## config.mk

```make
export PLATFORM = sky130hd
export DESIGN_NAME = fixed_dictionary_string_scan
export DESIGN_NICKNAME = d
export VERILOG_FILES = /design/src/design/fdss_pkg.sv /design/src/design/fdss_window.sv /design/src/design/fdss_match.sv /design/src/design/fixed_dictionary_string_scan.sv
export SDC_FILE = /design/constraint.sdc
export NUM_CORES = 1
export LEC_CHECK = 0
export CAP_MARGIN = 30
export CELL_PAD_IN_SITES_DETAIL_PLACEMENT = 0
export CELL_PAD_IN_SITES_GLOBAL_PLACEMENT = 1
export CORE_MARGIN = 4
export CORE_UTILIZATION = 52
export CTS_BUF_LIST = sky130_fd_sc_hd__clkbuf_16
export DETAILED_ROUTE_END_ITERATION = 10
export DONT_BUFFER_PORTS = 1
export GPL_ROUTABILITY_DRIVEN = 0
export HOLD_SLACK_MARGIN = 0.1
export PLACE_DENSITY_LB_ADDON = 0.1
export SYNTH_ARGS = -nofsm -noshare
export SYNTH_HDL_FRONTEND = slang
export SYNTH_SLANG_ARGS = --single-unit
```

## constraint.sdc

```tcl
create_clock -name clk -period 3.9 [get_ports clk]
set_input_delay 0.39 -clock clk [delete_from_list [all_inputs] [get_ports clk]]
set_output_delay 0.39 -clock clk [all_outputs]
set_load 0.02 [all_outputs]
```

## src/design/fdss_pkg.sv

```systemverilog
// Shared types, dictionary table and helpers for the fixed dictionary string scan.
`default_nettype none

package fdss_pkg;

  localparam int NUM_PATTERNS    = 22;
  localparam int MAX_PATTERN_LEN = 21;
  localparam int NAME_LEN_MAX    = 22;
  localparam int NAME_BITS       = NAME_LEN_MAX * 8;
  localparam int IN_TDATA_W      = 8;
  localparam int OUT_TDATA_W     = 24;

  typedef logic [7:0]              byte_t;
  typedef logic [NUM_PATTERNS-1:0] mask_t;
  typedef logic [NAME_BITS-1:0]    name_t;

  // Window control from the scan stage to the history register.
  typedef struct packed {
    logic shift;
    logic clear;
  } win_ctrl_t;

  // Names are right-aligned: bits [7:0] hold the final character.
  localparam name_t DICT [NUM_PATTERNS] = '{
    "CreateProcessA",
    "CreateProcessInternalA",
    "CreateProcessInternalW",
    "CreateProcessW",
    "GetThreadContext",
    "NtCreateUserProcess",
    "NtGetContextThread",
    "NtResumeThread",
    "NtSetContextThread",
    "NtUnmapViewOfSection",
    "ResumeThread",
    "RtlCreateUserProcess",
    "SetThreadContext",
    "VirtualAllocEx",
    "Wow64GetThreadContext",
    "Wow64SetThreadContext",
    "WriteProcessMemory",
    "ZwCreateUserProcess",
    "ZwGetContextThread",
    "ZwResumeThread",
    "ZwSetContextThread",
    "ZwUnmapViewOfSection"
  };

  localparam int DICT_LEN [NUM_PATTERNS] = '{
    14, 22, 22, 14, 16, 19, 18, 14, 18, 20, 12,
    20, 16, 14, 21, 21, 18, 19, 18, 14, 18, 20
  };

  function automatic byte_t fold_lower(input byte_t c);
    byte_t r;
    r = c;
    if (c >= 8'h41 && c <= 8'h5A) begin
      r = c + 8'd32;
    end
    return r;
  endfunction

  function automatic name_t fold_name(input name_t s);
    name_t r;
    r = '0;
    for (int i = 0; i < NAME_LEN_MAX; i++) begin
      r[i*8 +: 8] = fold_lower(s[i*8 +: 8]);
    end
    return r;
  endfunction

endpackage

`default_nettype wire

```

## src/design/fdss_window.sv

```systemverilog
// Byte history register: the most recent bytes of the file, newest in slot 0.
`default_nettype none

module fdss_window #(
  parameter int MAX_PATTERN_LEN = fdss_pkg::MAX_PATTERN_LEN
) (
  input  wire logic                                   clk,
  input  wire logic                                   rst_n,
  input  wire fdss_pkg::win_ctrl_t                    ctrl_i,
  input  wire fdss_pkg::byte_t                        byte_i,
  output fdss_pkg::byte_t [MAX_PATTERN_LEN-1:0]       hist_o
);
  import fdss_pkg::*;

  byte_t [MAX_PATTERN_LEN-1:0] hist_r;
  byte_t [MAX_PATTERN_LEN-1:0] hist_nxt;

  always_comb begin
    hist_nxt[0] = byte_i;
    for (int i = 1; i < MAX_PATTERN_LEN; i++) begin
      hist_nxt[i] = hist_r[i-1];
    end
  end

  always_ff @(posedge clk) begin
    if (!rst_n) begin
      hist_r <= '0;
    end else if (ctrl_i.clear) begin
      hist_r <= '0;
    end else if (ctrl_i.shift) begin
      hist_r <= hist_nxt;
    end
  end

  assign hist_o = hist_r;

endmodule

`default_nettype wire

```

## src/design/fdss_match.sv

```systemverilog
// Parallel comparators: every name, exact and lower case, against the window ending now.
`default_nettype none

module fdss_match #(
  parameter int MAX_PATTERN_LEN = fdss_pkg::MAX_PATTERN_LEN
) (
  input  wire fdss_pkg::byte_t                        cur_i,
  input  wire fdss_pkg::byte_t [MAX_PATTERN_LEN-1:0]  hist_i,
  output fdss_pkg::mask_t                             hits_o
);
  import fdss_pkg::*;

  // Position k counts back from the current byte (k = 0).
  byte_t [NAME_LEN_MAX-1:0] tail;

  for (genvar k = 0; k < NAME_LEN_MAX; k++) begin : g_tail
    if (k == 0) begin : g_cur
      assign tail[k] = cur_i;
    end else if (k <= MAX_PATTERN_LEN) begin : g_hist
      assign tail[k] = hist_i[k-1];
    end else begin : g_none
      // Beyond the history: only names too long to ever match reach here.
      assign tail[k] = 8'h00;
    end
  end

  for (genvar p = 0; p < NUM_PATTERNS; p++) begin : g_pat
    localparam name_t EXACT = DICT[p];
    localparam name_t LOWER = fold_name(DICT[p]);
    localparam int    LEN   = DICT_LEN[p];

    logic [NAME_LEN_MAX-1:0] eq_exact;
    logic [NAME_LEN_MAX-1:0] eq_lower;

    for (genvar k = 0; k < NAME_LEN_MAX; k++) begin : g_pos
      if (k < LEN) begin : g_cmp
        assign eq_exact[k] = (tail[k] == EXACT[k*8 +: 8]);
        assign eq_lower[k] = (tail[k] == LOWER[k*8 +: 8]);
      end else begin : g_pad
        assign eq_exact[k] = 1'b1;
        assign eq_lower[k] = 1'b1;
      end
    end

    if (LEN <= MAX_PATTERN_LEN + 1) begin : g_fits
      assign hits_o[p] = (&eq_exact) | (&eq_lower);
    end else begin : g_long
      assign hits_o[p] = 1'b0;
    end
  end

endmodule

`default_nettype wire

```

## src/design/fixed_dictionary_string_scan.sv

```systemverilog
// Top level of the fixed dictionary string scan: input stage, sticky mask and result register.
//
//  channel | direction | handshake              | payload
//  in_     | slave     | in_tvalid / in_tready   | in_tdata[7:0] data_byte, in_tlast last_byte
//  out_    | master    | out_tvalid / out_tready | out_tdata[21:0] found_mask, [22] any_found
//
// One byte per clock while no final byte waits on a stalled result. A single comparator rank lies
// between the input and result registers; a final byte's result shows on out_ once it is registered.
// Reset (synchronous, rst_n low) clears the window, the mask and both valid flags at once.
// While out_tready is low the result holds and bytes before the next final byte keep flowing;
// a final byte then waits in the input register and in_tready drops until the result is taken.
`default_nettype none

module fixed_dictionary_string_scan #(
  parameter int MAX_PATTERN_LEN = fdss_pkg::MAX_PATTERN_LEN
) (
  input  wire logic                                clk,
  input  wire logic                                rst_n,
  input  wire logic                                in_tvalid,
  output      logic                                in_tready,
  input  wire logic [fdss_pkg::IN_TDATA_W-1:0]     in_tdata,   // [7:0] data_byte
  input  wire logic                                in_tlast,   // last_byte
  output      logic                                out_tvalid,
  input  wire logic                                out_tready,
  output      logic [fdss_pkg::OUT_TDATA_W-1:0]    out_tdata   // [21:0] found_mask, [22] any_found
);
  import fdss_pkg::*;

  logic      stg_valid_r, stg_valid_nxt;
  byte_t     stg_byte_r;
  logic      stg_last_r;
  mask_t     seen_r, seen_nxt;
  logic      out_valid_r, out_valid_nxt;
  mask_t     out_mask_r;
  logic      out_any_r;

  logic      in_acc;
  logic      out_free;
  logic      stg_adv;
  logic      emit;
  mask_t     hits;
  mask_t     final_mask;
  win_ctrl_t win_ctrl;
  byte_t [MAX_PATTERN_LEN-1:0] hist;

  assign out_free  = !out_valid_r || out_tready;
  // Non-final bytes never need the result register.
  assign stg_adv   = stg_valid_r && (!stg_last_r || out_free);
  assign emit      = stg_adv && stg_last_r;
  assign in_tready = !stg_valid_r || stg_adv;
  assign in_acc    = in_tvalid && in_tready;

  assign win_ctrl.shift = stg_adv && !stg_last_r;
  assign win_ctrl.clear = emit;

  fdss_window #(
    .MAX_PATTERN_LEN (MAX_PATTERN_LEN)
  ) u_window (
    .clk    (clk),
    .rst_n  (rst_n),
    .ctrl_i (win_ctrl),
    .byte_i (stg_byte_r),
    .hist_o (hist)
  );

  fdss_match #(
    .MAX_PATTERN_LEN (MAX_PATTERN_LEN)
  ) u_match (
    .cur_i  (stg_byte_r),
    .hist_i (hist),
    .hits_o (hits)
  );

  assign final_mask = seen_r | hits;

  always_comb begin
    stg_valid_nxt = stg_valid_r;
    if (in_acc) begin
      stg_valid_nxt = 1'b1;
    end else if (stg_adv) begin
      stg_valid_nxt = 1'b0;
    end

    seen_nxt = seen_r;
    if (stg_adv) begin
      seen_nxt = stg_last_r ? '0 : final_mask;
    end

    out_valid_nxt = out_valid_r;
    if (emit) begin
      out_valid_nxt = 1'b1;
    end else if (out_tready) begin
      out_valid_nxt = 1'b0;
    end
  end

  always_ff @(posedge clk) begin
    if (!rst_n) begin
      stg_valid_r <= 1'b0;
      seen_r      <= '0;
      out_valid_r <= 1'b0;
    end else begin
      stg_valid_r <= stg_valid_nxt;
      seen_r      <= seen_nxt;
      out_valid_r <= out_valid_nxt;
    end
  end

  always_ff @(posedge clk) begin
    if (in_acc) begin
      stg_byte_r <= in_tdata;
      stg_last_r <= in_tlast;
    end
    if (emit) begin
      out_mask_r <= final_mask;
      out_any_r  <= |final_mask;
    end
  end

  assign out_tvalid = out_valid_r;
  assign out_tdata  = {1'b0, out_any_r, out_mask_r};

endmodule

`default_nettype wire

```

Word-level counts from Yosys, hierarchy flattened
Cells that the tools add are included.

Output and inout port bits: 26. Logic and storage cells: 286. Input port bits: 13. Flip-flop bits (word level): 224.

Eq/ne operators: 171. Reductions and logical operators: 58. Bitwise gates (word level): 24. Mux-type cells: 5.

Operator list (number): 8-bit by 7-bit == test with 1-bit output, second input constant (169); 18-bit AND reduction (10); 14-bit AND reduction (10); 20-bit AND reduction (6); 22-bit AND reduction (4); 21-bit AND reduction (4); 19-bit AND reduction (4); 16-bit AND reduction (4); 12-bit AND reduction (2); 22-bit two-way mux (1); 1-bit OR (22); 22-bit OR (1); 22-bit OR reduction (1); 8-bit by 6-bit == test with 1-bit output, second input constant (2); 1-bit logical AND (4); 1-bit two-way mux (4); 2-bit nonzero test (2); 1-bit logical NOT (3); 1-bit logical OR (3); 2-bit OR reduction (1); 1-bit NOT (1).

Logic depth before layout (Yosys ltp)
Gate-level depths: netlist of run 1.

Word-level depth: 7. Gate-level depth with buffers: 9. Mapped depth without buffers: 8.

Cells and area by module
From an unflattened synthesis of run 1, not the netlist that was laid out.

Cell total of the unflattened synthesis: 1020. Area, all modules: 10377.5 µm².

By module, submodules not included: fdss_window (area each 6008.3 µm², times used 1, cells each 543, seq. area each 3363.2 µm²); fdss_match (area each 2403.6 µm², times used 1, cells each 344, seq. area each 0.0 µm²); fixed_dictionary_string_scan (area each 1965.6 µm², times used 1, cells each 133, seq. area each 1441.4 µm²).

Worst setup path before layout of run 1
No wires, ideal clock.

Path kind: register to register. From: register u_window.hist_r (netlist bit u_window.hist_o[2]). To: register out_any_r (data pin). Data required time: 3762 ps. Arrival: 1922 ps. Library setup time: 138 ps. Path buffers: 0. Cell stages (with the launch flop): 8. Path slack: 1840 ps. Period minus slack after synthesis: 2060 ps. Path through: dfxtp_1 > and4bb_1 > nand4_1 > or4_4 > nor4_2 > a41o_1 > nor4_1 > nand4_1.

Longest elaborated chain between the ends: 5. Elaborated cells between the ends (all ways): 76. Those cells by class: eq/ne: 8; bitwise: 23; reduce/logical: 45.

Ends and longest elaborated chain: start, declared (line fdss_window.sv:15) `byte_t [MAX_PATTERN_LEN-1:0] hist_r;`; start signal, assigned (line fdss_window.sv:31) `hist_r <= hist_nxt;`; 8-bit by 7-bit == test with 1-bit output * (line fdss_match.sv:37, fdss_match.sv:38); 21-bit AND reduction (line fdss_match.sv:46) `assign hits_o[p] = (&eq_exact) | (&eq_lower);`; 1-bit OR * (line fdss_match.sv:46); 22-bit OR * (line fixed_dictionary_string_scan.sv:74) `assign final_mask = seen_r | hits;`; named net final_mask[14] (line fixed_dictionary_string_scan.sv:42) `mask_t final_mask;`; 22-bit OR reduction * (line fixed_dictionary_string_scan.sv:116) `out_any_r <= |final_mask;`; end signal, assigned (line fixed_dictionary_string_scan.sv:116); end, declared (line fixed_dictionary_string_scan.sv:35) `logic out_any_r;`.

Mark *: on every way through the listed nets, which the timed path passes. The rest lies on a longest branch. A chain may end at the register's enable or synchronous reset.

Worst setup path in the final report of run 1
From: register u_window.hist_r (netlist bit u_window.hist_o[44]). To: register out_any_r (data pin).

Longest elaborated chain between the ends: 5. Elaborated cells between the ends (all ways): 79. Those cells by class: eq/ne: 11; bitwise: 23; reduce/logical: 45.

Ends and longest elaborated chain (line): 8-bit by 7-bit == test with 1-bit output * (fdss_match.sv:37, fdss_match.sv:38); 18-bit AND reduction (fdss_match.sv:46); 1-bit OR * (fdss_match.sv:46); 22-bit OR * (fixed_dictionary_string_scan.sv:74); named net final_mask[6] (fixed_dictionary_string_scan.sv:42); 22-bit OR reduction * (fixed_dictionary_string_scan.sv:116).

Marks and branches as above.

==> results of run 1 <==
per-layer routing:
layer / up-vias / track usage (%)
li1: 4584 / -
met1: 4716 / 42.97
met2: 620 / 49.52
met3: 189 / 7.255
met4: 0 / 13.40
met5: - / 0
path summary, 6_finish.rpt:
| kind | start | slack [ns] | endpoint |
|---|---|---|---|
| max reg2reg | u_window.hist_o[44]$_SDFFE_PP0P_ | 0.60 | out_any_r$_DFFE_PP_ |
| max | u_window.hist_o[44]$_SDFFE_PP0P_ | 0.60 | out_any_r$_DFFE_PP_ |
| min | rst_n | 0.10 | u_window.hist_o[5]$_SDFFE_PP0P_ |
| min reg2reg | u_window.hist_o[162]$_SDFFE_PP0P_ | 0.45 | u_window.hist_o[162]$_SDFFE_PP0P_ |
synthesized netlist by cell type, types with 8 or more instances:
| library cell | instances | share of area (%) |
|---|---|---|
| nor3_1 | 15 | 0.71 |
| nand3b_1 | 8 | 0.57 |
| dfxtp_1 | 192 | 37 |
| nand2_1 | 399 | 14 |
| a21oi_1 | 173 | 8.2 |
| clkbuf_1 | 57 | 2.0 |
| nor2b_1 | 26 | 1.5 |
| nand3_1 | 24 | 1.1 |
| nand4_1 | 49 | 2.9 |
| and2_1 | 13 | 0.77 |
| and4b_1 | 15 | 1.4 |
| nor4_1 | 28 | 1.7 |
| nor2_1 | 15 | 0.54 |
| nand4b_1 | 15 | 1.2 |
| nor3b_1 | 13 | 0.93 |
| or4_1 | 9 | 0.64 |
| and4_1 | 9 | 0.75 |
| and3b_1 | 11 | 0.92 |
| inv_1 | 12 | 0.43 |
| edfxtp_1 | 32 | 9.1 |
| nand2b_1 | 8 | 0.48 |
| nor4bb_1 | 32 | 3.0 |
| a21o_1 | 8 | 0.57 |
| and3_1 | 14 | 0.83 |
| nor4b_1 | 21 | 1.7 |
flip-flops by register name, indices dropped and copies added, names as in the netlist:
| register | cells |
|---|---|
| out_any_r | 1 |
| stg_valid_r | 1 |
| u_window.hist_o | 168 |
| seen_r | 22 |
| stg_byte_r | 8 |
| out_mask_r | 22 |
| stg_last_r | 1 |
| out_tvalid | 1 |
power groups by stage:
stage          sequential [mW]  combinational, mW  clock, mW
3_3_place_gp              2.42              0.125          0
5_1_grt                   2.37              0.158       2.56
2_1_floorplan             2.41             0.0924          0
4_1_cts                   2.37              0.140       2.45
6_report                  2.38              0.147       2.43
3_5_place_dp              2.42              0.128          0
metrics by stage:
step                util, %  power, mW  cell area, um^2
detailed placement    54.77      2.553            10760
finish                59.80      4.956            11750
floorplan                 -      2.505            10520
global placement      54.55      2.549            10720
global route          59.80      5.088            11750
CTS                   59.63      4.968            11720
critical path: cells and delay by family (launching register included):
kind	cells	cell delay, ns
AOI/OAI and AO/OA	2	0.61
DFF	1	0.50
and+or+nand+nor	5	2.07
repair_timing:
action | CTS | global route
hold buffers | 11 | 0
hold endpoints to repair | 33 | 0
gates resized for setup | 0 | 0
cell families after synthesis:
| family | share of synthesized area [%] |
|---|---|
| compound gates | 11.94 |
| flops | 45.67 |
| buf+inv | 3.199 |
| other cells | 0.03564 |
| simple gates | 39.08 |
| xor+xnor | 0.08326 |
final cells by class:
cell class	instances	area share, %
Multi-Input combinational cell	979	45.97
Sequential cell	224	40.88
Clock buffer	25	5.323
Tap cell	265	2.821
Timing Repair Buffer	31	2.768
Clock inverter	18	1.863
Inverter	12	0.3832
==> results.sh, run 1 <==
export IMPL_period_minus_slack_ns=3.304
export IMPL_p_comb_share_pct=3.0
export IMPL_drive_gt1_share_pct=6.051
export IMPL_r2r_cells=7
export IMPL_m1WireLength_um=14570
export IMPL_grt_pass1_vias=9201
export IMPL_regArea_um2=4805
export IMPL_grt_overflow_total=0
export IMPL_place_ws_ns=0.9409
export IMPL_cts_root_buffer="clkbuf_16"
export IMPL_drc_errors=46
export IMPL_cp_start_kind="flip-flop"
export IMPL_holdCritPathClass="in2reg"
export IMPL_nets=1285
export IMPL_synth_edf_count=32
export IMPL_finalHoldWorstSlack_ns=0.1024
export IMPL_io_buffers=0
export IMPL_rows=51
export IMPL_intPower_mw=3.877
export IMPL_wl_per_cell_um=23.65
export IMPL_first_iter_violations=1484
export IMPL_fin_ws_ns=0.5961
export IMPL_cp_end_kind="flip-flop"
export IMPL_wl_um=36750
export IMPL_synth_ff_type="dfxtp_1"
export IMPL_drv_cap=0
export IMPL_worst_pin_slew_ns=1.010
export IMPL_crit_arrival_ns=3.70
export IMPL_n_antenna_cell=0
export IMPL_grt_antenna_before_repair=0
export IMPL_max_stage_delay_ns=0.79
export IMPL_cp_cell_sequence="nor4bb_1, nand4b_1, nor4_1, nand4_1, o31ai_2, a2111oi_0, nand4_1"
export IMPL_start_util_pct=53.53
export IMPL_cts_tree="built"
export IMPL_synth_nets=1300
export IMPL_violations="DRC"
export IMPL_io_pins=39
export IMPL_critPathMostFrequentCell="nand4_1"
export IMPL_finalCritPeriodShare_pct=84.71
export IMPL_grt_usage_pct=31.89
export IMPL_seq_power_share_pct=47.9
export IMPL_cts_max_path_buffers=3
export IMPL_fmax_ghz=0.3027
export IMPL_post_synth_num_cell_types=63
export IMPL_cp_slowest_cell="nor4bb_1"
export IMPL_fp_dieW_um=150.2
export IMPL_die_h_um=150.2
export IMPL_clkTransAtPathRegs_ns=0.07
export IMPL_coreArea_um2=19650
export IMPL_die_area_um2=22570
export IMPL_power_density_nw_per_um2=421.6
export IMPL_routed_via_density=6.505
export IMPL_wl_met2_um=16110
export IMPL_grt_pass1_wl_um=55430
export IMPL_wl_met3_um=3764
export IMPL_postCtsSetupBuffers=0
export IMPL_hold_viol_final=0
export IMPL_vdd_ir_drop_max_uv=361.0
export IMPL_layout_cells_non_filler=1554
export IMPL_grt_max_degree=85
export IMPL_final_cell_mix="nand2_1, dfxtp_1, a21oi_1"
export IMPL_ant_nets=0
export IMPL_ys_warn_count=0
export IMPL_synth_cells=1287
export IMPL_power_leakage_nw=3.776
export IMPL_synth_avg_cell_area_um2=8.175
export IMPL_p_sw_share_pct=21.77
export IMPL_worstPathMaxFanout=7
export IMPL_final_common_cell="nand2_1"
export IMPL_dr_pass1_iters=11
export IMPL_grt_setup_unrepaired="no"
export IMPL_cts_num_sinks=224
export IMPL_ys_seq_elements=224
export IMPL_num_fill_cells=1817
export IMPL_top_layer="met4"
export IMPL_clk_latency_ns=0.53
export IMPL_status="finished, violations left"
export IMPL_p_clk_share_pct=49.1
export IMPL_switching_power_mw=1.079
export IMPL_dp_cells=1498
export IMPL_hpwl_um=26080
export IMPL_hold_depth=2
export IMPL_ys_seq_area_share_pct=45.67
export IMPL_vias=10110
export IMPL_required_ns=4.30
export IMPL_setup_violations=0
export IMPL_finalSetupTns_ns=0
export IMPL_multiInputGateArea_um2=5403
export IMPL_synth_area_um2=10520
export IMPL_async_reset_ff_share_pct=0
export IMPL_skew_ns=0.01535
export IMPL_h_tree_depth=1
export IMPL_relSlewSlack_pct=31.78
export IMPL_cts_made_buffers=24
export IMPL_crit_type="reg2reg"
export IMPL_syn_to_final_growth_pct=11.71
export IMPL_slew_violations=0
Power figures use the tool's default switching activity.
==> inputs of run 2 (changes only) <==
--- a/config.mk
+++ b/config.mk
@@ -9,7 +9,7 @@
 export CELL_PAD_IN_SITES_DETAIL_PLACEMENT = 0
 export CELL_PAD_IN_SITES_GLOBAL_PLACEMENT = 1
 export CORE_MARGIN = 4
-export CORE_UTILIZATION = 52
+export CORE_UTILIZATION = 44
 export CTS_BUF_LIST = sky130_fd_sc_hd__clkbuf_16
 export DETAILED_ROUTE_END_ITERATION = 10
 export DONT_BUFFER_PORTS = 1
==> constraint.sdc (replaced) <==
create_clock -name clk -period 2.83 [get_ports clk]
set_input_delay 0.283 -clock clk [delete_from_list [all_inputs] [get_ports clk]]
set_output_delay 0.283 -clock clk [all_outputs]
set_load 0.02 [all_outputs]
==> results.sh, run 2 (synthesized netlist as in run 1, its figures left out) <==
export IMPL_wl_per_cell_um=22.87
export IMPL_vias=9936
export IMPL_grt_overflow_total=0
export IMPL_vdd_ir_drop_max_uv=391.0
export IMPL_status="completed"
export IMPL_clk_latency_ns=0.52
export IMPL_grt_pass1_wl_um=57430
export IMPL_skew_ns=0.01166
export IMPL_ant_nets=0
export IMPL_cp_slowest_cell="nor4_1"
export IMPL_start_util_pct=44.82
export IMPL_drv_cap=0
export IMPL_cts_num_sinks=224
export IMPL_grt_antenna_before_repair=1
export IMPL_finalCritPeriodShare_pct=96.83
export IMPL_grt_max_degree=103
export IMPL_slew_violations=0
export IMPL_routed_via_density=5.989
export IMPL_r2r_cells=7
export IMPL_dr_pass1_iters=6
export IMPL_min_from="rst_n"
export IMPL_cp_cell_sequence="nor4b_2, nand4bb_1, nor4_1, and2_1, a31oi_1, and4_1, nand4_1"
export IMPL_r2r_setup_slack_ns=0.09
export IMPL_worstPathMaxFanout=5
export IMPL_design_area_um2=12120
export IMPL_wl_um=37940
export IMPL_largest_reg_flops=168
export IMPL_syn_to_final_growth_pct=15.16
export IMPL_fp_dieW_um=162.6
export IMPL_dpl_cell_area_um2=11210
export IMPL_cp_start_kind="flip-flop"
export IMPL_grt_usage_pct=27.94
export IMPL_rows=56
export IMPL_cts_root_buffer="clkbuf_16"
export IMPL_first_iter_violations=1237
export IMPL_crit_type="reg2reg"
export IMPL_coreArea_um2=23470
export IMPL_hold_viol_final=0
export IMPL_drc_errors=0
export IMPL_finalPower_mw=6.472
export IMPL_hold_depth=2
export IMPL_relSlewSlack_pct=39.30
export IMPL_period_minus_slack_ns=2.740
export IMPL_num_fill_cells=2301
export IMPL_grt_pass1_vias=9271
export IMPL_die_area_um2=26450
export IMPL_worst_pin_slew_ns=0.9095
export IMPL_path_buf_inv=0
export IMPL_die_h_um=162.6
export IMPL_io_buffers=0
export IMPL_cts_made_buffers=25
export IMPL_power_density_nw_per_um2=534.2
export IMPL_h_tree_depth=1
export IMPL_holdCritPathClass="in2reg"
export IMPL_cts_max_path_buffers=3
export IMPL_cp_end_kind="flip-flop"
export IMPL_max_stage_delay_ns=0.73
export IMPL_rr_startpoint="u_window.hist_o[56]$_SDFFE_PP0P_"
export IMPL_hold_path_end="u_window.hist_o[75]$_SDFFE_PP0P_"
export IMPL_grt_setup_unrepaired="no"
export IMPL_required_ns=3.21
export IMPL_crit_family="simple AND/OR/NAND/NOR gates"
export IMPL_fmax_ghz=0.3649
export IMPL_io_pins=39
export IMPL_cts_tree="built"
export IMPL_crit_arrival_ns=3.12
export IMPL_worstReg2RegEnd="out_any_r$_DFFE_PP_"
export IMPL_setup_violations=0
export IMPL_final_cell_mix="nand2_1, dfxtp_1, a21oi_1"
export IMPL_clkTransAtPathRegs_ns=0.06
export IMPL_final_common_cell="nand2_1"
export IMPL_power_leakage_nw=3.992
export IMPL_drive_gt1_share_pct=9.417
export IMPL_nets=1333
export IMPL_hpwl_um=26950
## run 2: cell count changes in the layout (fill, tap and decap cells not counted), moves of 2 or more
cell	before	now
buf_16	2	0
nor4bb_2	0	2
clkinv_1	4	7
clkinv_4	2	0
clkinv_2	2	5
buf_12	2	6
nor4bb_1	32	30
diode_2	0	2
buf_4	14	60
bufinv_16	5	1
## run 2: worst register-to-register path: stages, from the launching register on
cell       delay, ns
dfxtp_1         0.43
nor4b_2         0.59
nand4bb_1       0.17
nor4_1          0.73
and2_1          0.25
a31oi_1         0.14
and4_1          0.20
nand4_1         0.09
## run 2: how the worst max path moves through the flow
stage	slack (ns)	endpoint	startpoint	depth (start not counted)
3_3_place_gp	-0.03	out_any_r$_DFFE_PP_	u_window.hist_o[56]$_SDFFE_PP0P_	7
4_1_cts	0.06	out_any_r$_DFFE_PP_	u_window.hist_o[56]$_SDFFE_PP0P_	7
3_5_place_dp	0.09	out_any_r$_DFFE_PP_	u_window.hist_o[56]$_SDFFE_PP0P_	7
2_1_floorplan	0.77	out_any_r$_DFFE_PP_	u_window.hist_o[2]$_SDFFE_PP0P_	7
5_1_grt	0.02	out_any_r$_DFFE_PP_	u_window.hist_o[118]$_SDFFE_PP0P_	7
6_report	0.09	out_any_r$_DFFE_PP_	u_window.hist_o[56]$_SDFFE_PP0P_	7
## run 2: through the flow
stage / util [%] / hold slack [ns] / worst slack [ns] / std cells / setup TNS [ns]
2_1_floorplan: - / 0.3819 / 0.7703 / 1287 / 0
3_3_place_gp: 47.78 / 0.3819 / -0.03237 / 1599 / -0.03237
3_5_place_dp: 47.78 / 0.3819 / 0.08748 / 1599 / 0
4_1_cts: 51.46 / 0.2839 / 0.05636 / 1656 / 0
5_1_grt: 51.60 / 0.3203 / 0.02168 / 1657 / 0
6_report: 51.62 / 0.2903 / 0.08970 / 1659 / 0
## run 2: layout make-up
cell class	instances	area (um^2)	area share, %
sequential	224	4805	39.65
inverter	12	45.04	0.3717
clock buffer	25	625.6	5.163
antenna	2	5.005	0.04131
clock inverter	20	118.9	0.9810
timing repair buffer	78	690.7	5.700
tap	319	399.1	3.294
multi-input combinational	979	5428	44.80
## run 2: routing by layer
metal	up-vias	share of wire, %	global-route usage, %
li1	4684	-	-
met1	4708	43	38.96
met2	432	45	43.73
met3	112	8.4	5.973
met4	0	3.8	8.616
met5	-	0	0
## run 2: timing repair
action	CTS	global route
setup buffers	0	0
endpoints found under the hold margin	33	0
hold buffers	12	0
gates resized for setup	0	4
setup endpoints to repair	0	8
## run 2: report_power, final
group | internal (mW) | total [mW] | switching [mW]
registers | 3.24 | 3.27 | 0.0307
clock network | 1.69 | 3.00 | 1.31
logic | 0.0503 | 0.205 | 0.155
total | 4.98 | 6.47 | 1.49
==> inputs of run 3 (changes only) <==
--- a/config.mk
+++ b/config.mk
@@ -5,11 +5,12 @@
 export SDC_FILE = /design/constraint.sdc
 export NUM_CORES = 1
 export LEC_CHECK = 0
+export ABC_AREA = 1
 export CAP_MARGIN = 30
 export CELL_PAD_IN_SITES_DETAIL_PLACEMENT = 0
 export CELL_PAD_IN_SITES_GLOBAL_PLACEMENT = 1
 export CORE_MARGIN = 4
-export CORE_UTILIZATION = 44
+export CORE_UTILIZATION = 41
 export CTS_BUF_LIST = sky130_fd_sc_hd__clkbuf_16
 export DETAILED_ROUTE_END_ITERATION = 10
 export DONT_BUFFER_PORTS = 1
==> results.sh, run 3 <==
export IMPL_syn_to_final_growth_pct=10.46
export IMPL_h_tree_depth=1
export IMPL_seq_power_share_pct=48.8
export IMPL_io_pins=39
export IMPL_largest_reg_flops=168
export IMPL_vias=13230
export IMPL_grt_antenna_before_repair=0
export IMPL_first_iter_violations=1281
export IMPL_postCtsSetupBuffers=0
export IMPL_cts_max_path_buffers=3
export IMPL_worstReg2RegEnd="out_tvalid$_SDFFE_PN0P_"
export IMPL_wl_um=45820
export IMPL_vdd_ir_drop_max_uv=383.7
export IMPL_intPower_mw=5.190
export IMPL_grt_pass1_wl_um=71040
export IMPL_grt_max_degree=180
export IMPL_nets=2178
export IMPL_cp_startpoint="out_tvalid$_SDFFE_PN0P_"
export IMPL_cts_root_buffer="clkbuf_16"
export IMPL_finalCritPeriodShare_pct=87.40
export IMPL_synth_top_cell_area_share_pct=29.51
export IMPL_finalSetupTns_ns=0
export IMPL_grt_pass1_vias=12340
export IMPL_io_buffers=0
export IMPL_slew_violations=0
export IMPL_holdCritPathClass="in2reg"
export IMPL_rr_startpoint="out_tvalid$_SDFFE_PN0P_"
export IMPL_synth_nets=2185
export IMPL_drv_cap=0
export IMPL_hold_viol_final=0
export IMPL_cp_end_kind="flip-flop"
export IMPL_crit_arrival_ns=2.91
export IMPL_fp_dieW_um=186.2
export IMPL_start_util_pct=42.03
export IMPL_final_common_cell="nand2_1"
export IMPL_synth_ff_type="dfxtp_1"
export IMPL_synth_area_um2=13020
export IMPL_clkTransAtPathRegs_ns=0.06
export IMPL_synth_avg_cell_area_um2=5.996
export IMPL_r2r_setup_slack_ns=0.36
export IMPL_ys_seq_area_share_pct=36.89
export IMPL_n_antenna_cell=0
export IMPL_p_sw_share_pct=22.47
export IMPL_cp_start_kind="flip-flop"
export IMPL_p_clk_share_pct=47.9
export IMPL_die_area_um2=34680
export IMPL_layout_cells_non_filler=2581
export IMPL_cp_slowest_cell="dlygate4sd3_1"
export IMPL_dp_cells=2520
export IMPL_post_synth_num_cell_types=30
export IMPL_synthTopCellsByCount="nand2_1, nor2_1, dfxtp_1, inv_1, a21oi_1"
export IMPL_cts_made_buffers=26
export IMPL_drc_errors=0
export IMPL_ant_nets=0
export IMPL_ys_warn_count=0
export IMPL_cp_cell_sequence="inv_1, nor2_1, nand2_1, nand2_1, inv_1, nand2_1, clkinvlp_4, o21ai_0, dlygate4sd3_1, inv_1"
export IMPL_finalHoldWorstSlack_ns=0.1911
export IMPL_synthTopCellsByArea="dfxtp_1, nand2_1, nor2_1"
export IMPL_grt_usage_pct=26.23
export IMPL_dr_pass1_iters=6
export IMPL_relSlewSlack_pct=32.01
export IMPL_cts_num_sinks=224
export IMPL_async_reset_ff_share_pct=0
export IMPL_rows=64
export IMPL_max_stage_delay_ns=0.57
export IMPL_design_area_um2=14390
export IMPL_dpl_cell_area_um2=13440
export IMPL_power_leakage_nw=4.368
export IMPL_required_ns=3.26
export IMPL_final_cell_mix="nand2_1, nor2_1, inv_1"
export IMPL_synth_edf_count=32
export IMPL_fin_ws_ns=0.3565
export IMPL_coreArea_um2=30990
export IMPL_cts_tree="built"
export IMPL_power_density_nw_per_um2=465.3
export IMPL_hpwl_um=35530
export IMPL_ys_seq_elements=224
export IMPL_worstPathMaxFanout=12
export IMPL_synth_cells=2172
export IMPL_drive_gt1_share_pct=7.094
export IMPL_wl_per_cell_um=17.75
export IMPL_switching_power_mw=1.504
export IMPL_endpoint="out_tvalid$_SDFFE_PN0P_"
export IMPL_setup_violations=0
export IMPL_grt_overflow_total=0
export IMPL_place_ws_ns=0.6268
export IMPL_r2r_cells=10
export IMPL_fmax_ghz=0.4043
export IMPL_crit_type="reg2reg"
export IMPL_grt_setup_unrepaired="no"
export IMPL_die_h_um=186.2
export IMPL_synth_most_common_cell="nand2_1"
export IMPL_clk_latency_ns=0.54
export IMPL_status="completed"
export IMPL_yosys_area_top_type="dfxtp_1"
export IMPL_worst_pin_slew_ns=1.020
export IMPL_routed_via_density=5.127
export IMPL_skew_ns=0.01651
export IMPL_period_minus_slack_ns=2.474
export IMPL_p_comb_share_pct=3.2
[run 3: cell count changes after synthesis, moves of 30 or more]
cell,previous run,this run
nor4bb_1,32,0
inv_1,12,189
nor2_2,0,30
nor2_1,15,425
nand3_1,24,66
nand2_1,399,844
[run 3: worst min-delay path by stage]
stage	slack (ns)	end	cells past startpoint	from
3_5_place_dp	0.38	stg_last_r$_DFFE_PP_	0	in_tlast
4_1_cts	0.17	stg_valid_r$_SDFFE_PN0P_	3	out_tready
5_1_grt	0.21	stg_valid_r$_SDFFE_PN0P_	3	out_tready
6_report	0.19	stg_valid_r$_SDFFE_PN0P_	3	out_tready
3_3_place_gp	0.38	stg_byte_r[4]$_DFFE_PP_	0	in_tdata[4]
2_1_floorplan	0.38	stg_byte_r[0]$_DFFE_PP_	0	in_tdata[0]
[run 3: kinds of logic (layout without fill, tap and decap cells)]
family	after synthesis	count (layout)	share of synthesized area, %
buffers and inverters	264	277	7.830
DFF	224	224	36.89
other	1	1	0.02879
AOI/OAI and AO/OA	195	195	7.551
and+or+nand+nor	1488	1488	47.70
[run 3: cell type report]
cell class	instances	area [um^2]
clock buffer	27	675.6
clock inverter	21	145.1
fill	3419	16600
inverter	203	768.2
multi-input combinational	1684	7212
sequential	224	4805
tap	396	495.5
timing repair buffer	25	280.3
timing repair inverter	1	5.005
[run 3: repair_timing]
item                       CTS  global route
resized for setup            0             1
hold buffers                12             0
setup endpoints to repair    0             1
hold endpoints to repair    19             0
[run 3: metal layers]
metal	part of all wire (%)	vias to the layer above	track usage, %
met5	0	-	0
met4	3.4	0	7.578
met3	6.8	95	3.734
met2	45	402	42.85
met1	44	6050	36.31
li1	-	6687	-
[run 3: through the flow]
| step | utilization, % | power, mW |
|---|---|---|
| 6_report | 46.42 | 6.694 |
| 5_1_grt | 46.42 | 6.972 |
| 4_1_cts | 46.39 | 6.781 |
| 3_5_place_dp | 43.36 | 3.541 |
| 3_3_place_gp | 43.36 | 3.540 |
| 2_1_floorplan | - | 3.475 |
[run 3: critical path: cells and delay by family, from the launching register on]
kind,cells,cell delay (ns)
buffers and inverters,5,1.14
AND/OR/NAND/NOR,4,0.58
flip-flops,1,0.45
AO/OA/AOI/OAI,1,0.21
[run 3: power by group through the flow]
stage	clock, mW	combinational, mW	sequential [mW]
floorplan	0	0.145	3.33
global placement	0	0.201	3.34
detailed placement	0	0.203	3.34
CTS	3.29	0.217	3.27
global route	3.47	0.237	3.27
finish	3.21	0.216	3.27
